**src/rtl/bhs_pkg.sv**
```systemverilog
// Shared types and constants for the bitset hash set.
`default_nettype none

package bhs_pkg;

   localparam int MODULUS_DEF   = 251;
   localparam int SLOTS_DEF     = 8;
   localparam int KEY_WORDS_DEF = 5;

   localparam int WORD_W     = 64;
   localparam int IN_WORDS   = 5;
   localparam int STATUS_W   = 2;
   localparam int HASH_OUT_W = 8;
   localparam int SLOT_OUT_W = 3;

   typedef enum logic [1:0] {
      ST_INSERTED = 2'd0,
      ST_FOUND    = 2'd1,
      ST_FULL     = 2'd2
   } status_type;

   typedef enum logic [2:0] {
      H_IDLE,
      H_LOAD,
      H_REDW,
      H_MULT,
      H_REDP,
      H_DONE
   } hash_state_type;

   typedef enum logic [2:0] {
      S_CLEAR,
      S_IDLE,
      S_HASH,
      S_READ,
      S_CHECK,
      S_RESP
   } ctl_state_type;

   typedef struct packed {
      logic wr_en;
      logic rd_en;
   } mem_ctl_type;

endpackage

`default_nettype wire

```
**src/rtl/bhs_hash.sv**
```systemverilog
// Iterative bucket hash: one shared modular reduction unit under a small sequencer.
`default_nettype none

module bhs_hash import bhs_pkg::*; #(
   parameter int HASH_MODULUS = MODULUS_DEF,
   parameter int KEY_WORDS    = KEY_WORDS_DEF
) (
   input  logic                                clock,
   input  logic                                reset,
   input  logic                                start,
   input  logic [KEY_WORDS*WORD_W-1:0]         key,
   output logic                                done,
   output logic [$clog2(HASH_MODULUS)-1:0]     hash
);

   localparam int HASH_W = $clog2(HASH_MODULUS);
   localparam int RED_W  = 2 * HASH_W;
   localparam int MU_W   = HASH_W + 1;
   localparam int QP_W   = RED_W + MU_W;
   localparam int DIFF_W = RED_W + 1;
   localparam int REM_W  = HASH_W + 2;
   localparam int CHUNKS = (WORD_W + HASH_W - 1) / HASH_W;
   localparam int OPER_W = CHUNKS * HASH_W;
   localparam int CNT_W  = (CHUNKS > 1) ? $clog2(CHUNKS) : 1;
   localparam int WI_W   = (KEY_WORDS > 1) ? $clog2(KEY_WORDS) : 1;
   localparam logic [MU_W-1:0]   MU    =
      MU_W'((longint'(1) << RED_W) / longint'(HASH_MODULUS));
   localparam logic [DIFF_W-1:0] MOD_D = DIFF_W'(HASH_MODULUS);
   localparam logic [REM_W-1:0]  MOD_R = REM_W'(HASH_MODULUS);

   hash_state_type state_ff, state_in;
   logic [WI_W-1:0]   word_ff, word_in;
   logic [OPER_W-1:0] oper_ff, oper_in;
   logic [HASH_W-1:0] rem_ff, rem_in;
   logic [HASH_W-1:0] h_ff, h_in;
   logic [CNT_W-1:0]  cnt_ff, cnt_in;
   logic              phase_ff, phase_in;
   logic [MU_W-1:0]   quot_ff, quot_in;

   logic [RED_W-1:0]  red_val;
   logic [QP_W-1:0]   quot_prod;
   logic [DIFF_W-1:0] diff;
   logic [REM_W-1:0]  rem_a;
   logic [REM_W-1:0]  rem_b;
   logic [REM_W-1:0]  rem_c;
   logic [HASH_W-1:0] red_out;
   logic [RED_W-1:0]  prod;
   logic              last_word;
   logic              last_chunk;

   // Shared unit: Barrett reduction of {rem_ff, top chunk of oper_ff}. It first registers the
   // quotient estimate in quot_ff, then subtracts it and corrects the remainder.
   assign red_val   = {rem_ff, oper_ff[OPER_W-1 -: HASH_W]};
   assign quot_prod = QP_W'(red_val) * QP_W'(MU);
   assign quot_in   = quot_prod[RED_W +: MU_W];
   assign diff      = DIFF_W'(red_val) - DIFF_W'(DIFF_W'(quot_ff) * MOD_D);
   assign rem_a     = REM_W'(diff);
   assign rem_b     = (rem_a >= MOD_R) ? REM_W'(rem_a - MOD_R) : rem_a;
   assign rem_c     = (rem_b >= MOD_R) ? REM_W'(rem_b - MOD_R) : rem_b;
   assign red_out   = HASH_W'(rem_c);

   assign prod = RED_W'(RED_W'(h_ff) * RED_W'(rem_ff) + RED_W'(h_ff));
   assign last_word  = (word_ff == WI_W'(KEY_WORDS - 1));
   assign last_chunk = (cnt_ff == CNT_W'(CHUNKS - 1));

   always_comb begin
      state_in = state_ff;
      case (state_ff)
         H_IDLE: begin
            if (start) begin
               state_in = H_LOAD;
            end
         end
         H_LOAD: state_in = H_REDW;
         H_REDW: begin
            if (phase_ff && last_chunk) begin
               state_in = H_MULT;
            end
         end
         H_MULT: state_in = H_REDP;
         H_REDP: begin
            if (phase_ff) begin
               state_in = last_word ? H_DONE : H_LOAD;
            end
         end
         H_DONE: state_in = H_IDLE;
         default: state_in = H_IDLE;
      endcase
   end

   always_comb begin
      done = (state_ff == H_DONE);
      hash = h_ff;
   end

   always_comb begin
      word_in  = word_ff;
      oper_in  = oper_ff;
      rem_in   = rem_ff;
      h_in     = h_ff;
      cnt_in   = cnt_ff;
      phase_in = phase_ff;
      case (state_ff)
         H_IDLE: begin
            if (start) begin
               h_in    = HASH_W'(1);
               word_in = '0;
            end
         end
         H_LOAD: begin
            oper_in  = OPER_W'(key[int'(word_ff) * WORD_W +: WORD_W]);
            rem_in   = '0;
            cnt_in   = '0;
            phase_in = 1'b0;
         end
         H_REDW: begin
            phase_in = !phase_ff;
            if (phase_ff) begin
               rem_in  = red_out;
               oper_in = oper_ff << HASH_W;
               cnt_in  = cnt_ff + CNT_W'(1);
            end
         end
         H_MULT: begin
            rem_in   = prod[RED_W-1 -: HASH_W];
            oper_in  = {prod[HASH_W-1:0], {(OPER_W - HASH_W){1'b0}}};
            phase_in = 1'b0;
         end
         H_REDP: begin
            phase_in = !phase_ff;
            if (phase_ff) begin
               h_in    = red_out;
               word_in = word_ff + WI_W'(1);
            end
         end
         default: begin
            h_in = h_ff;
         end
      endcase
   end

   always_ff @(posedge clock) begin
      if (reset) begin
         state_ff <= H_IDLE;
      end else begin
         state_ff <= state_in;
      end
   end

   always_ff @(posedge clock) begin
      word_ff  <= word_in;
      oper_ff  <= oper_in;
      rem_ff   <= rem_in;
      h_ff     <= h_in;
      cnt_ff   <= cnt_in;
      phase_ff <= phase_in;
      quot_ff  <= quot_in;
   end

endmodule

`default_nettype wire

```
**config.mk**
```make
export PLATFORM = sky130hd
export DESIGN_NAME = bhs_hash
export DESIGN_NICKNAME = d
export VERILOG_FILES = /design/src/rtl/bhs_pkg.sv /design/src/rtl/bhs_hash.sv
export SDC_FILE = /design/constraint.sdc
export NUM_CORES = 1
export LEC_CHECK = 0
export BUFFER_PORTS_ARGS = -buffer_cell sky130_fd_sc_hd__buf_2
export CAP_MARGIN = 20
export CORE_MARGIN = 4
export CORE_UTILIZATION = 49
export CTS_CLUSTER_SIZE = 16
export DETAILED_ROUTE_END_ITERATION = 8
export PLACE_DENSITY = 0.79
export SYNTH_ARGS = -nofsm -noshare
export SYNTH_HDL_FRONTEND = slang
export SYNTH_SLANG_ARGS = --single-unit
```
**constraint.sdc**
```tcl
create_clock -name clock -period 5.05 [get_ports clock]
set_input_delay 1.2625 -clock clock [delete_from_list [all_inputs] [get_ports clock]]
set_output_delay 1.2625 -clock clock [all_outputs]
set_load 0.05 [all_outputs]
```
* After elaboration in Yosys (flattened, before gate mapping)
Cells that the tools add are included.
Operators by class: eq/ne operators 11, multiplexer cells 19, shift-type cells 1, $lt $le $gt $ge 2, reduce and logical (&&, ||, !) cells 13, $mul 3, add/subtract/negate cells 6
Operators with widths (number):
- 320-bit by 10-bit variable part select with 64-bit output | 1
- 64-bit one-hot mux with 3 select lines | 1
- 64-bit two-way mux | 1
- 16-bit by 9-bit multiplier with 25-bit output, second input constant | 1
- 8-bit two-way mux | 3
- 8-bit one-hot mux with 3 select lines | 1
- 3-bit two-way mux | 7
- 10-bit by 8-bit greater-or-equal comparator with 1-bit output, second input constant | 2
- 16-bit by 8-bit adder with 16-bit output | 1
- 8-bit by 8-bit multiplier with 16-bit output | 1
- 8-bit one-hot mux with 2 select lines | 1
- 3-bit one-hot mux with 5 select lines | 1
- 3-bit == test, second input constant | 4
- 3-bit one-hot mux with 2 select lines | 2
- 9-bit by 8-bit multiplier with 10-bit output, second input constant | 1
- 10-bit two-way mux | 1
- 10-bit subtractor | 1
- 10-bit by 8-bit subtractor with 10-bit output, second input constant | 1
- 2-bit inequality test, second input constant | 4
- 8-bit subtractor, second input constant | 1
- 3-bit by 1-bit adder with 3-bit output, second input constant | 2
- 3-bit by 2-bit == test with 1-bit output, second input constant | 2
- 3-bit AND reduction | 2
- 2-bit nonzero test | 3
- 8 further kinds | 10
Storage, ports and cells: logic and storage cells 63, flip-flop bits (word level) 99

* Logic depth before layout (Yosys ltp)
Gate-level depths: netlist of the first run.
word-level depth 8, gate-level depth with buffers 21, depth with buffers taken out 20

* Least setup slack after synthesis of the first run
OpenSTA, ideal clock, no wires.
path type register to register, start register oper_ff[62], end register rem_ff[1] (data pin), stages on the path, launching flop included 19, arrival time 5.315 ns, setup slack -0.538 ns, data required time 4.776 ns, buffers on the path 1, library setup time 0.274 ns, clock period less this slack 5.588 ns, path through edfxtp_1 > fa_1 > fa_1 > fa_1 > inv_1 > fa_1 > inv_1 > ha_1 > or4b_2 > o2111ai_1 > nor3_4 > a31oi_4 > a211o_4 > o211ai_1 > xor2_1 > clkbuf_1 > nand2_1 > o41ai_1 > a31oi_1
Between the ends: cells in the longest elaborated chain, start to end 7, elaborated cells on any way between the ends 9, those cells by class 3 x add/sub; 2 x order compare; 4 x mux
RTL lines:
- start, declared | line bhs_hash.sv:33 | logic [OPER_W-1:0] oper_ff, oper_in;
- start signal, assigned | line bhs_hash.sv:152 | oper_ff <= oper_in;
- 10-bit subtractor * | line bhs_hash.sv:56 | assign diff = DIFF_W'(red_val) - DIFF_W'(DIFF_W'(quot_ff) * MOD_D);
- 10-bit by 8-bit subtractor with 10-bit output / 10-bit by 8-bit greater-or-equal comparator with 1-bit output (equally long branches) | line bhs_hash.sv:58 | assign rem_b = (rem_a >= MOD_R) ? REM_W'(rem_a - MOD_R) : rem_a;
- 10-bit two-way mux * | line bhs_hash.sv:58
- 10-bit by 8-bit greater-or-equal comparator with 1-bit output / 8-bit subtractor (equally long branches) | line bhs_hash.sv:59 | assign rem_c = (rem_b >= MOD_R) ? REM_W'(rem_b - MOD_R) : rem_b;
- 8-bit two-way mux * | line bhs_hash.sv:59
- 8-bit two-way mux * | line bhs_hash.sv:118 | if (phase_ff) begin
- 8-bit one-hot mux with 3 select lines * | line bhs_hash.sv:103 | case (state_ff)
- named net rem_in[1] | line bhs_hash.sv:34 | logic [HASH_W-1:0] rem_ff, rem_in;
- end signal, assigned | line bhs_hash.sv:153 | rem_ff <= rem_in;
- end, declared | line bhs_hash.sv:34
The timed path passes the listed nets; every way through them passes the cells marked *. The select of a mux whose other input is x is not followed. A chain may end at the register's enable or synchronous reset.

* Worst setup path after layout of the first run
start register quot_ff[5], end register rem_ff[1] (data pin)
Between the ends: cells in the longest elaborated chain, start to end 8, elaborated cells on any way between the ends 10, those cells by class 3 x add/sub; 1 x mul; 2 x order compare; 4 x mux
RTL lines:
- start, declared | line bhs_hash.sv:38 | logic [MU_W-1:0] quot_ff, quot_in;
- start signal, assigned | line bhs_hash.sv:157 | quot_ff <= quot_in;
- 9-bit by 8-bit multiplier with 10-bit output * | line bhs_hash.sv:56
- 10-bit subtractor * | line bhs_hash.sv:56
- 10-bit by 8-bit subtractor with 10-bit output / 10-bit by 8-bit greater-or-equal comparator with 1-bit output (equally long branches) | line bhs_hash.sv:58
- 10-bit two-way mux * | line bhs_hash.sv:58
- 10-bit by 8-bit greater-or-equal comparator with 1-bit output / 8-bit subtractor (equally long branches) | line bhs_hash.sv:59
- 8-bit two-way mux * | line bhs_hash.sv:59
- 8-bit two-way mux * | line bhs_hash.sv:118
- 8-bit one-hot mux with 3 select lines * | line bhs_hash.sv:103
- named net rem_in[1] | line bhs_hash.sv:34
Marked as above.

==> results of run 1 <==
## logic make-up after synthesis
kind of cell	share of synthesized area, %
and+or+nand+nor	10.9
buffers and inverters	7.93
AOI/OAI and AO/OA	14.1
adders and majority gates	26.7
DFF	24.2
muxes	13.1
xor gates and xnor gates	3.16
## per-layer routing
layer	vias up	share of wire, %	global-route usage, %
li1	4969	-	-
met1	5421	36	36.8
met4	14	4.3	10.8
met2	592	50	50.8
met5	-	0.23	0
met3	111	9.8	8.20
## per-stage QoR
step                util, %  cell area, um^2  setup WS (ps)  TNS (ps)
global placement       61.4            14500           -354     -4340
detailed placement     61.4            14500           -440     -5860
CTS                    63.1            14900           -345     -4340
finish                 64.3            15200           -445     -5540
floorplan                 -            12000           -144      -598
global route           64.3            15200           -633     -8590
## registers in the layout, summed over array words and instances, names as in the netlist
| signal | count |
|---|---|
| state_ff | 3 |
| quot_ff | 9 |
| rem_ff | 8 |
| phase_ff | 1 |
| word_ff | 3 |
| hash | 8 |
| oper_ff | 64 |
| cnt_ff | 3 |
## placed cells by master (no fill, tap or decap), types with 9 or more instances in the layout
cell and count:
buf_2 331, inv_1 161, ha_1 128, buf_4 104
nor2_1 89, edfxtp_1 87, a21oi_1 79, fa_1 75
nand2_1 65, mux4_2 64, a221oi_1 57, xnor2_1 29
and2_1 23, a21o_1 14, o21ai_0 14, xor2_1 9
nand3_1 9, clkbuf_16 9
## final timing paths
path | start | endpoint
worst max-delay path | quot_ff[5] | rem_ff[1]
worst min-delay path | cnt_ff[0] | cnt_ff[0]
worst max register to register | quot_ff[5] | rem_ff[1]
worst min register to register | cnt_ff[0] | cnt_ff[0]
## critical path, stage by stage, from the launching register on
cell	delay [ps]
dfxtp_2	360
inv_4	50
fa_1	550
fa_1	460
fa_1	510
inv_1	50
fa_1	500
inv_2	50
ha_4	280
buf_4	120
or4b_4	470
o2111ai_4	140
nor3_4	70
a31oi_4	200
buf_6	150
a22o_1	180
nor3_2	70
or2_4	280
mux2i_2	150
o41ai_2	400
a31oi_1	140
## repair_timing
action / CTS / global route
gates cloned: 1 / 0
setup endpoints to repair: 16 / 16
buffers inserted: 4 / 11
pin swaps: 9 / 22
gates resized for setup: 9 / 42
## cell type report
type | instances | share of cell area (%)
multi-input combinational | 823 | 55.1
antenna | 5 | 0.0824
clock inverter | 7 | 0.568
inverter | 168 | 4.17
tap | 319 | 2.63
timing repair buffer | 446 | 17.2
sequential | 99 | 18.8
clock buffer | 9 | 1.48
==> impl_metrics.yaml, run 1 <==
yosys:
  synth_edf_count: 87
  synth-async-reset-ratio_pct: 0
  synth_top_area_cell: "edfxtp_1"
  yosysMostFrequentCell: "inv_1"
  yosysTopAreaCellShare_pct: 22.1
  synthCells: 1164
  synth_cell_types: 69
  synthTopCellsByCount: "inv_1, ha_1, nor2_1"
  synth-seq-cells: 99
  syn_area_per_cell_um2: 10.1
  synth_nets: 1693
  synth_seq_area_share_pct: 24.2
  yosys_warnings: 0
  synth_area_leaders: "edfxtp_1, ha_1, fa_1"
  ys.flop_type: "edfxtp_1"
  synth.cell_area_mm2: 0.0118
setup_path:
  crit_type: "reg2reg"
  end_kind: "flip-flop"
  r2r_setup_slack_ps: -440
  cp.required_ps: 5120
  worstPathArrival_ps: 5560
  cp_max_fo: 5
  r2r_cells: 20
  start_kind: "flip-flop"
layout:
  layout.cells.non_filler: 1876
  ff_latch_area_mm2: 0.00286
  multiInputGateArea_mm2: 0.00837
  drive_gt1_share_pct: 38.1
  area_growth_pct: 28.7
  final_net_count: 2076
  fill_cells: 1933
global_route:
  track_usage_pct: 29.9
  grt_overflow: 0
  grt_pass1_vias: 11400
  antenna_found_initial: 12
  grt_pass1_wl_mm: 61.4
  grt_max_degree: 67
clock_tree:
  tritoncts: "done"
  numCtsBuffers: 9
  cts.clk_slew.worst_paths_ps: 80
  h-tree-depth: 3
  clk_path_buf_depth: 2
  cts_hold_repair.buffers: 0
  clock_sinks: 99
  worst_skew_pair.late_latency_ps: 370
  root_buffer: "clkbuf_16"
sta:
  setup_viol: 16
  max_freq_mhz: 182
  holdWs_ps: 580
  slew_headroom_pct: 30.4
  fin_skew_ps: 16.3
  maxSlewViolCount: 0
  fin_crit_sh_pct: 109
  tightest_slew_ps: 1040
  rsz0062_at_grt: "true"
  finalCriticalPeriod_ps: 5490
  finalWorstSetupSlack_ps: -445
  hold_viol_final: 0
route:
  initialDrtViolationCount: 998
  routed_wl_mm: 41.2
  drt_pass1_iterations: 7
  via_count: 11100
  ant_nets: 0
  drc: 0
  wl_per_cell_um: 22.0
  viasPerCell: 5.92
hold_path:
  hold_class: "reg2reg"
  hold_depth: 1
placed_design:
  dp_hpwl_mm: 33.4
  port_buffers: 331
  place_inst: 1839
  routabilityCongestion: 0.937
floorplanning:
  die_w_um: 163
  io_pins: 332
  core_area_mm2: 0.0236
  dieHeight_um: 163
  initial_core_util_pct: 50.0
  die_area_mm2: 0.0266
  rows: 56
status:
  violations: "negative setup slack"
  outcome: "finished, violations left"
run:
  drv_cap: 0
Power of run 1 is not shown: default switching activity piles up to over one toggle a cycle in this logic, so the estimate is an artifact.
==> run 2, diff against run 1 <==
--- a/config.mk
+++ b/config.mk
@@ -15,3 +15,4 @@
 export SYNTH_ARGS = -nofsm -noshare
 export SYNTH_HDL_FRONTEND = slang
 export SYNTH_SLANG_ARGS = --single-unit
+export TNS_END_PERCENT = 5
==> constraint.sdc (replaced) <==
create_clock -name clock -period 5.05 [get_ports clock]
set_input_delay 1.2625 -clock clock [delete_from_list [all_inputs] [get_ports clock]]
set_output_delay 1.2625 -clock clock [all_outputs]
set_load 0.02 [all_outputs]
==> run 2 against run 1 <==
The flow still finishes with violations (negative setup slack). Worst hold slack about the same. Largest cell class unchanged. Worst setup slack better by 130 ps. Wire length fell by 2.7%. Critical path depth decreased by 2. Sequential share of layout area rose by 0.42 points. Fmax increased by 2.4%. Critical path type unchanged. Cell count decreased by 1.1%.
==> impl_metrics.yaml, run 2 (synthesis results as in run 1) <==
status:
  outcome: "finished, violations left"
  violations: "negative setup slack"
sta:
  fin_skew_ps: 9.70
  rsz0062_at_grt: "true"
  tightest_slew_ps: 1090
  finalWorstSetupSlack_ps: -318
  setup_viol: 16
  finalCriticalPeriod_ps: 5370
  hold_viol_final: 0
  max_freq_mhz: 186
  fin_crit_sh_pct: 106
  maxSlewViolCount: 0
  slew_headroom_pct: 27.0
setup_path:
  cp_cell_sequence: "fa_1 > fa_1 > fa_1 > inv_1 > fa_1 > inv_2 > ha_4 > and3_4 > a221oi_4 > a21oi_2 > o21a_1 > a211o_4 > o211ai_1 > xor2_1 > buf_4 > nand2_1 > o41ai_2 > a31oi_1"
  start_kind: "flip-flop"
  cp.buffers_inverters: 3
  worstPathArrival_ps: 5440
  cp_max_fo: 9
  crit_type: "reg2reg"
  max_stage_delay_ps: 530
  critPathSlowestCell: "fa_1"
  end_kind: "flip-flop"
  cp.required_ps: 5120
  cp_common_cell: "fa_1"
  critPathTopFamily: "adder cells"
clock_tree:
  worst_skew_pair.late_latency_ps: 370
  clk_path_buf_depth: 2
  root_buffer: "clkbuf_16"
  cts.clk_slew.worst_paths_ps: 80
  tritoncts: "done"
  numCtsBuffers: 9
  clock_sinks: 99
  h-tree-depth: 3
floorplanning:
  dieHeight_um: 163
  io_pins: 332
  die_w_um: 163
  core_area_mm2: 0.0236
  initial_core_util_pct: 50.0
  die_area_mm2: 0.0266
  rows: 56
route:
  drt_pass1_iterations: 6
  wl_met3_mm: 3.95
  via_count: 10900
  routed_wl_mm: 40.1
  wl_per_cell_um: 21.6
  drt-met1-wl_mm: 14.4
  ant_nets: 0
  viasPerCell: 5.87
  routed.top_layer: "met5"
  wl_met2_mm: 20.1
  initialDrtViolationCount: 1085
  drc: 0
global_route:
  antenna_found_initial: 15
  grt_max_degree: 69
  grt_pass1_wl_mm: 60.4
  grt_pass1_vias: 11100
  grt_overflow: 0
  track_usage_pct: 29.7
hold_path:
  hold_class: "reg2reg"
layout:
  design_area_mm2: 0.0149
  top_register: "oper_ff"
  layout_commonest_cell: "buf_2"
  fill_cells: 1955
  largest_reg_flops: 64
  layout_common_cells: "buf_2, inv_1, ha_1"
  top_regs: "oper_ff x64, quot_ff x9"
  area_growth_pct: 25.8
  final_net_count: 2051
  drive_gt1_share_pct: 36.3
placed_design:
  dp_hpwl_mm: 32.9
  port_buffers: 331
  preCtsSetupSlack_ps: -360
  placed_area_mm2: 0.0144
  routabilityCongestion: 0.950
run:
  drv_cap: 0
run 2: cell count changes in the layout (fill, tap and decap cells not counted), moves of 3 or more:
| cell | change |
|---|---|
| buf_4 | -16 |
| diode_2 | +5 |
| buf_12 | -4 |
| a21oi_1 | +3 |
| a21oi_2 | -3 |
| buf_6 | -3 |
| clkinv_8 | -3 |
| ha_1 | -3 |
| inv_2 | +3 |
run 2: what timing repair did:
| action | 4_1_cts | 5_1_grt |
|---|---|---|
| hold buffers | 0 | 0 |
| gates resized for setup | 13 | 14 |
| hold endpoints to repair | 0 | 0 |
| buffers inserted | 0 | 0 |
| endpoints found under the setup margin | 16 | 16 |
| pin swaps | 11 | 3 |
run 2: worst paths after layout:
check | start | end | slack (ps) | depth (start not counted)
setup / recovery | oper_ff[62] | rem_ff[1] | -320 | 18
hold / removal | cnt_ff[0] | cnt_ff[0] | 580 | 1
hold reg to reg | cnt_ff[0] | cnt_ff[0] | 580 | 1
setup reg to reg | oper_ff[62] | rem_ff[1] | -320 | 18
run 2: stage by stage:
stage	hold WS [ps]	cells	setup TNS (ps)	util [%]
2_1_floorplan	538	1164	-842	-
3_3_place_gp	554	1830	-3270	61.0
3_5_place_dp	560	1830	-4620	61.0
4_1_cts	576	1846	-2890	62.6
5_1_grt	592	1852	-6840	62.9
6_report	581	1856	-3190	62.9
run 2: cell type report:
class                      instances  area [um^2]  share of cell area, %
tap                              319          399                   2.69
multi-input combinational        822         8250                   55.5
clock inverter                     7          105                  0.707
sequential                        99         2860                   19.2
inverter                         168          631                   4.24
antenna                           10         25.0                  0.168
timing repair buffer             422         2360                   15.9
clock buffer                       9          225                   1.52
run 2: routing by layer:
metal	vias up	GRT usage, %
met2	563	50.3
met4	12	12.1
met1	5284	36.1
met5	-	0
met3	115	7.77
li1	4921	-
Power of run 2 is left out for the same reason.
